### src/b64d_pkg.sv
// Shared types, character codes and status codes of the base64url stream decoder.
package b64d_pkg;

  localparam int unsigned CharWidth   = 8;
  localparam int unsigned SextetWidth = 6;
  localparam int unsigned BufWidth    = 12;
  localparam int unsigned CountWidth  = 3;

  localparam logic [CharWidth-1:0] CHAR_END     = 8'h00;
  localparam logic [CharWidth-1:0] CHAR_UPPER_A = 8'h41;
  localparam logic [CharWidth-1:0] CHAR_UPPER_Z = 8'h5A;
  localparam logic [CharWidth-1:0] CHAR_LOWER_A = 8'h61;
  localparam logic [CharWidth-1:0] CHAR_LOWER_Z = 8'h7A;
  localparam logic [CharWidth-1:0] CHAR_DIGIT_0 = 8'h30;
  localparam logic [CharWidth-1:0] CHAR_DIGIT_9 = 8'h39;
  localparam logic [CharWidth-1:0] CHAR_MINUS   = 8'h2D;
  localparam logic [CharWidth-1:0] CHAR_PLUS    = 8'h2B;
  localparam logic [CharWidth-1:0] CHAR_UNDER   = 8'h5F;
  localparam logic [CharWidth-1:0] CHAR_SLASH   = 8'h2F;
  localparam logic [CharWidth-1:0] CHAR_PAD     = 8'h3D;

  localparam logic [CharWidth-1:0] LOWER_BASE = 8'd26;
  localparam logic [CharWidth-1:0] DIGIT_BASE = 8'd52;
  localparam logic [SextetWidth-1:0] SEXTET_62 = 6'd62;
  localparam logic [SextetWidth-1:0] SEXTET_63 = 6'd63;

  localparam logic [CountWidth:0] COUNT_STEP = 4'd6;

  typedef enum logic [1:0] {
    STATUS_OK         = 2'd0,
    STATUS_BAD_CHAR   = 2'd1,
    STATUS_BAD_LENGTH = 2'd2
  } status_t;

  typedef struct packed {
    logic                   valid;
    logic                   pad;
    logic [SextetWidth-1:0] value;
  } sextet_t;

  typedef struct packed {
    logic [BufWidth-1:0]   bit_buffer;
    logic [CountWidth-1:0] bit_count;
    logic [1:0]            length_mod_four;
    logic                  pad_seen;
    logic                  bad_char_seen;
  } dec_state_t;

  typedef struct packed {
    logic [7:0] out_byte;
    logic       has_byte;
    logic       end_of_text;
    status_t    status;
  } dec_result_t;

endpackage

### src/b64d_sextet_map.sv
// Character to 6-bit value map for the URL-safe and standard base64 alphabets.
module b64d_sextet_map (
  input  logic [b64d_pkg::CharWidth-1:0] text_char,
  output b64d_pkg::sextet_t              sextet
);

  logic [b64d_pkg::CharWidth-1:0] upper_off;
  logic [b64d_pkg::CharWidth-1:0] lower_off;
  logic [b64d_pkg::CharWidth-1:0] digit_off;

  assign upper_off = text_char - b64d_pkg::CHAR_UPPER_A;
  assign lower_off = text_char - b64d_pkg::CHAR_LOWER_A + b64d_pkg::LOWER_BASE;
  assign digit_off = text_char - b64d_pkg::CHAR_DIGIT_0 + b64d_pkg::DIGIT_BASE;

  always_comb begin
    sextet.valid = 1'b1;
    sextet.pad   = 1'b0;
    sextet.value = '0;
    priority if (text_char >= b64d_pkg::CHAR_UPPER_A && text_char <= b64d_pkg::CHAR_UPPER_Z) begin
      sextet.value = upper_off[b64d_pkg::SextetWidth-1:0];
    end else if (text_char >= b64d_pkg::CHAR_LOWER_A &&
                 text_char <= b64d_pkg::CHAR_LOWER_Z) begin
      sextet.value = lower_off[b64d_pkg::SextetWidth-1:0];
    end else if (text_char >= b64d_pkg::CHAR_DIGIT_0 &&
                 text_char <= b64d_pkg::CHAR_DIGIT_9) begin
      sextet.value = digit_off[b64d_pkg::SextetWidth-1:0];
    end else if (text_char == b64d_pkg::CHAR_MINUS || text_char == b64d_pkg::CHAR_PLUS) begin
      sextet.value = b64d_pkg::SEXTET_62;
    end else if (text_char == b64d_pkg::CHAR_UNDER || text_char == b64d_pkg::CHAR_SLASH) begin
      sextet.value = b64d_pkg::SEXTET_63;
    end else if (text_char == b64d_pkg::CHAR_PAD) begin
      sextet.valid = 1'b0;
      sextet.pad   = 1'b1;
    end else begin
      sextet.valid = 1'b0;
    end
  end

endmodule

### src/b64d_decode_step.sv
// Next decoder state and result for one character.
module b64d_decode_step (
  input  logic [b64d_pkg::CharWidth-1:0] text_char,
  input  b64d_pkg::sextet_t              sextet,
  input  b64d_pkg::dec_state_t           cur,
  output b64d_pkg::dec_state_t           nxt,
  output b64d_pkg::dec_result_t          result
);

  logic [b64d_pkg::BufWidth-1:0]   buf_shift;
  logic [b64d_pkg::CountWidth:0]   count_sum;
  logic [b64d_pkg::CountWidth-1:0] count_after;
  logic [b64d_pkg::BufWidth-1:0]   byte_win;

  assign buf_shift   = {cur.bit_buffer[b64d_pkg::BufWidth-b64d_pkg::SextetWidth-1:0],
                        sextet.value};
  assign count_sum   = {1'b0, cur.bit_count} + b64d_pkg::COUNT_STEP;
  assign count_after = count_sum[b64d_pkg::CountWidth-1:0];
  assign byte_win    = buf_shift >> count_after;

  always_comb begin
    nxt    = cur;
    result = '0;
    result.status = b64d_pkg::STATUS_OK;
    if (text_char == b64d_pkg::CHAR_END) begin
      result.end_of_text = 1'b1;
      priority if (cur.length_mod_four == 2'd1) begin
        result.status = b64d_pkg::STATUS_BAD_LENGTH;
      end else if (cur.bad_char_seen) begin
        result.status = b64d_pkg::STATUS_BAD_CHAR;
      end else begin
        result.status = b64d_pkg::STATUS_OK;
      end
      nxt = '0;
    end else begin
      nxt.length_mod_four = cur.length_mod_four + 2'd1;
      if (!cur.pad_seen && !cur.bad_char_seen) begin
        priority if (sextet.pad) begin
          nxt.pad_seen = 1'b1;
        end else if (!sextet.valid) begin
          nxt.bad_char_seen = 1'b1;
        end else begin
          nxt.bit_buffer = buf_shift;
          nxt.bit_count  = count_after;
          if (count_sum[b64d_pkg::CountWidth]) begin
            result.out_byte = byte_win[7:0];
            result.has_byte = 1'b1;
          end
        end
      end
    end
  end

endmodule

### src/base64url_stream_decoder_core.sv
// Top level of the base64url stream decoder: input register, decode step, result register.
// One character per item in, one result per item out, one item per cycle sustained while
// m_axis_tready is high; a character passes the input register, then the result register;
// the decoder state register is updated in the single decode stage. A zero character ends
// the text and carries status in tuser[2:1] (0 ok, 1 invalid character, 2 length one
// modulo four); bytes of a text whose status is not ok are to be discarded by the consumer.
module base64url_stream_decoder_core (
  input  logic       clk,
  input  logic       rst,
  input  logic       s_axis_tvalid,
  output logic       s_axis_tready,
  input  logic [7:0] s_axis_tdata,   // [7:0] text_char
  output logic       m_axis_tvalid,
  input  logic       m_axis_tready,
  output logic [7:0] m_axis_tdata,   // [7:0] out_byte
  output logic [2:0] m_axis_tuser,   // [0] has_byte, [2:1] status
  output logic       m_axis_tlast    // end_of_text
);

  logic                           in_valid;
  logic [b64d_pkg::CharWidth-1:0] in_char;
  b64d_pkg::dec_state_t           state;
  b64d_pkg::dec_state_t           state_next;
  b64d_pkg::sextet_t              sextet;
  b64d_pkg::dec_result_t          step_result;
  logic                           out_valid;
  b64d_pkg::dec_result_t          out_result;
  logic                           advance;

  assign advance       = !out_valid || m_axis_tready;
  assign s_axis_tready = !in_valid || advance;

  b64d_sextet_map u_map (
    .text_char (in_char),
    .sextet    (sextet)
  );

  b64d_decode_step u_step (
    .text_char (in_char),
    .sextet    (sextet),
    .cur       (state),
    .nxt       (state_next),
    .result    (step_result)
  );

  always_ff @(posedge clk) begin
    if (rst) begin
      in_valid <= 1'b0;
    end else if (s_axis_tready) begin
      in_valid <= s_axis_tvalid;
    end
  end

  always_ff @(posedge clk) begin
    if (s_axis_tready && s_axis_tvalid) begin
      in_char <= s_axis_tdata;
    end
  end

  always_ff @(posedge clk) begin
    if (rst) begin
      state <= '0;
    end else if (in_valid && advance) begin
      state <= state_next;
    end
  end

  always_ff @(posedge clk) begin
    if (rst) begin
      out_valid <= 1'b0;
    end else if (advance) begin
      out_valid <= in_valid;
    end
  end

  always_ff @(posedge clk) begin
    if (in_valid && advance) begin
      out_result <= step_result;
    end
  end

  assign m_axis_tvalid = out_valid;
  assign m_axis_tdata  = out_result.out_byte;
  assign m_axis_tuser  = {out_result.status, out_result.has_byte};
  assign m_axis_tlast  = out_result.end_of_text;

  a_eot_no_byte: assert property (@(posedge clk) disable iff (rst)
    m_axis_tvalid && m_axis_tlast |-> !m_axis_tuser[0])
    else $error("byte flagged on end item");

  a_status_only_at_end: assert property (@(posedge clk) disable iff (rst)
    m_axis_tvalid && !m_axis_tlast |-> m_axis_tuser[2:1] == b64d_pkg::STATUS_OK)
    else $error("status set on a non-end item");

  a_count_even: assert property (@(posedge clk) disable iff (rst)
    !state.bit_count[0])
    else $error("odd bit count");

  a_clear_after_end: assert property (@(posedge clk) disable iff (rst)
    in_valid && advance && in_char == b64d_pkg::CHAR_END |=> state == '0)
    else $error("state not cleared after end item");

endmodule
### config.mk
export PLATFORM = sky130hd
export DESIGN_NAME = base64url_stream_decoder_core
export DESIGN_NICKNAME = d
export VERILOG_FILES = /design/src/b64d_pkg.sv /design/src/b64d_sextet_map.sv /design/src/b64d_decode_step.sv /design/src/base64url_stream_decoder_core.sv
export SDC_FILE = /design/constraint.sdc
export NUM_CORES = 1
export LEC_CHECK = 0
export ABC_AREA = 1
export BUFFER_PORTS_ARGS = -buffer_cell sky130_fd_sc_hd__buf_4
export CORE_MARGIN = 4
export CORE_UTILIZATION = 42
export CTS_BUF_LIST = sky130_fd_sc_hd__clkbuf_8 sky130_fd_sc_hd__clkbuf_16
export DETAILED_ROUTE_END_ITERATION = 10
export GPL_ROUTABILITY_DRIVEN = 0
export MAX_ROUTING_LAYER = met4
export PLACE_DENSITY = 0.62
export SETUP_SLACK_MARGIN = 0.4
export SKIP_LAST_GASP = 1
export SYNTH_ARGS = -nofsm -noshare
export SYNTH_HDL_FRONTEND = slang
export SYNTH_HIERARCHICAL = 1
export SYNTH_SLANG_ARGS = --single-unit
export TNS_END_PERCENT = 10
### constraint.sdc
create_clock -name clk -period 2.5 [get_ports clk]
set_clock_uncertainty 0.1 [all_clocks]
set_input_delay 0.125 -clock clk [delete_from_list [all_inputs] [get_ports clk]]
set_output_delay 0.125 -clock clk [all_outputs]
set_load 0.02 [all_outputs]
==> impl_metrics.csv <==
group,metric,value,unit
outcome,outcome,"finished clean",
floorplan,dieWidth,90.4,um
final_layout,fill_cells,596,
power,p_sw_frac,0.341,
sta,worst_pin_slew,0.529,ns
power,p_leak,1.72,nW
worst_hold_path,hold_path_class,"in -> reg",
synth,synth_nets,440,
clock_network,path_clk_slew,0.07,ns
sta,max_slew_margin,0.646,
final_layout,instances_no_fill,557,
floorplan,start_util,0.441,
drt,wl_met3,332,um
sta,drv_slew,0,
global_routing,antenna_found_initial,0,
final_layout,drive_gt1_frac,0.315,
floorplan,die_area,8170,um2
final_layout,area_growth,32.6,%
placed_design,numPortBuffers,25,
sta,fin_crit_sh,0.995,
drt,wirelength,7.27,mm
sta,max_freq,402,MHz
clock_network,cts_buffer_depth,2,
synth,netlist_instances,416,
synth,synthesis.area,2850,um2
sta,finalSetupViolations,0,
worst_hold_path,hold_end,"in_valid$_SDFFE_PP0P_",
final_layout,final_common_cell,"nand2_1",
clock_network,ctsHtreeMaxLevel,2,
global_routing,first_global_vias,2598,
placed_design,placed_cells,514,
clock_network,clk_latency,0.29,ns
clock_network,numCtsBuffers,5,
power,power_frac_seq,0.414,
sta,period_needed,2.49,ns
power,internal-power,0.00108,W
critical_path,rr_startpoint,"in_char[0]$_DFFE_PP_",
drt,ant_nets,0,
global_routing,grt.overflow.total,0,
run,maxCapViolations,0,
worst_hold_path,hp-start,"m_axis_tready",
global_routing,grt_max_degree,28,
power,p_per_area,434,nW/um2
drt,vias,2837,
sta,hold_slack,0.0813,ns
critical_path,cp-end-kind,"register",
critical_path,crit_fanout,5,
final_layout,final_cell_mix,"nand2_1, buf_4, nand3_1, nor2_1, inv_1",
power,power_frac_comb,0.343,
clock_network,cts_sinks,35,
floorplan,chipHeight,90.4,um
placed_design,dp_hpwl,4.84,mm
synth,yosys_warnings,6,
clock_network,root_buffer,"clkbuf_8",
worst_hold_path,whs_path_depth,4,
synth,syn_area_per_cell,6.85,um2
global_routing,grt_usage,0.183,
final_layout,antenna_cells,0,
drt,drt_iter0_markers,148,
critical_path,ff2ff_path_depth,19,
clock_network,cts_tree,"done",
final_layout,nets,503,
critical_path,crit_type,"reg -> reg",
power,irDropWorstVdd,0.351,mV
sta,setup_ws,0.0127,ns
drt,drc,0,
global_routing,grt_pass1_wl,12.1,mm
power,power_frac_clock,0.242,
critical_path,cp.arrival,2.56,ns
drt,vias_per_cell,5.09,
drt,route.top_layer_used,"met4",
floorplan,rows,29,
placed_design,pre_cts_ws,-0.0209,ns
critical_path,rrSetupSlack,0.01,ns
drt,detail_route.wl_per_cell,13.1,um
sta,hold_violations,0,
drt,met1_length,3.36,mm
power,p_total,0.00164,W
floorplan,core,6460,um2
drt,met2_length,3.50,mm
critical_path,cp.required,2.58,ns
sta,rsz0062_at_grt,"true",
drt,firstDrtPassIters,5,
floorplan,ios,26,
critical_path,rr_endpoint,"state[9]$_SDFFE_PP0P_",
power,switchingPower,0.000560,W
critical_path,startpoint_type,"register",
routing by layer:
metal / up-vias / global-route usage
met5: - / -
met4: 0 / 0.0408
met3: 10 / 0.0333
met2: 74 / 0.304
met1: 1290 / 0.233
li1: 1463 / -
through the flow:
stage           util  instance area [um2]  setup TNS (ns)
6_report       0.585                 3780               0
5_1_grt        0.585                 3780           -1.59
4_1_cts        0.569                 3670               0
3_5_place_dp   0.492                 3180         -0.0209
3_3_place_gp   0.492                 3180               0
2_1_floorplan      -                 2920               0
flip-flops by register name, indices dropped and copies added, names as in the netlist:
name and count:
in_char 8, m_axis_tlast 1, m_axis_tvalid 1, m_axis_tdata 8, state 13, in_valid 1
m_axis_tuser 3
power groups by stage:
stage                     sequential, W  clock, W  combinational [W]
after global placement         0.000693         0           0.000433
final                          0.000681  0.000398           0.000564
after CTS                      0.000680  0.000418           0.000528
after floorplan                0.000692         0           0.000343
after global routing           0.000686  0.000440           0.000626
after detailed placement       0.000694         0           0.000436
how the worst max path moves through the flow:
stage | from | end | depth (start not counted)
after floorplan | in_char[3]$_DFFE_PP_ | state[8]$_SDFFE_PP0P_ | 19
final | in_char[0]$_DFFE_PP_ | state[9]$_SDFFE_PP0P_ | 19
after global placement | in_char[0]$_DFFE_PP_ | state[5]$_SDFFE_PP0P_ | 16
after CTS | in_char[0]$_DFFE_PP_ | state[5]$_SDFFE_PP0P_ | 18
after detailed placement | in_char[3]$_DFFE_PP_ | state[5]$_SDFFE_PP0P_ | 16
after global routing | in_char[0]$_DFFE_PP_ | state[9]$_SDFFE_PP0P_ | 19
repair_timing:
action,CTS,global route
setup endpoints to repair,19,19
pin swaps,19,14
buffers inserted,16,8
gates cloned,1,0
hold buffers,10,0
hold endpoints to repair,10,0
gates resized for setup,32,12
critical path, stage by stage, from the launching register on:
cell      delay [ns]
edfxtp_1        0.51
inv_2           0.14
ha_4            0.16
inv_2           0.04
nand2_2         0.07
nand2_2         0.06
nand3_2         0.06
nand3_2         0.09
nand2_4         0.11
nand3_4         0.09
nor2_4          0.13
nor2_4          0.06
buf_6           0.13
buf_16          0.13
a21oi_4         0.14
nor3_1          0.06
inv_1           0.09
nand3_2         0.08
nand2_2         0.09
nor2_1          0.03
cell type report:
cell class | count | area [um2] | area share
timing repair buffer | 78 | 699 | 0.185
sequential | 35 | 901 | 0.238
multi-input combinational | 307 | 1790 | 0.473
inverter | 52 | 210 | 0.0556
tap | 77 | 96.3 | 0.0255
clock inverter | 3 | 16.3 | 0.00430
clock buffer | 5 | 68.8 | 0.0182
(Power assumes the default switching activity.)
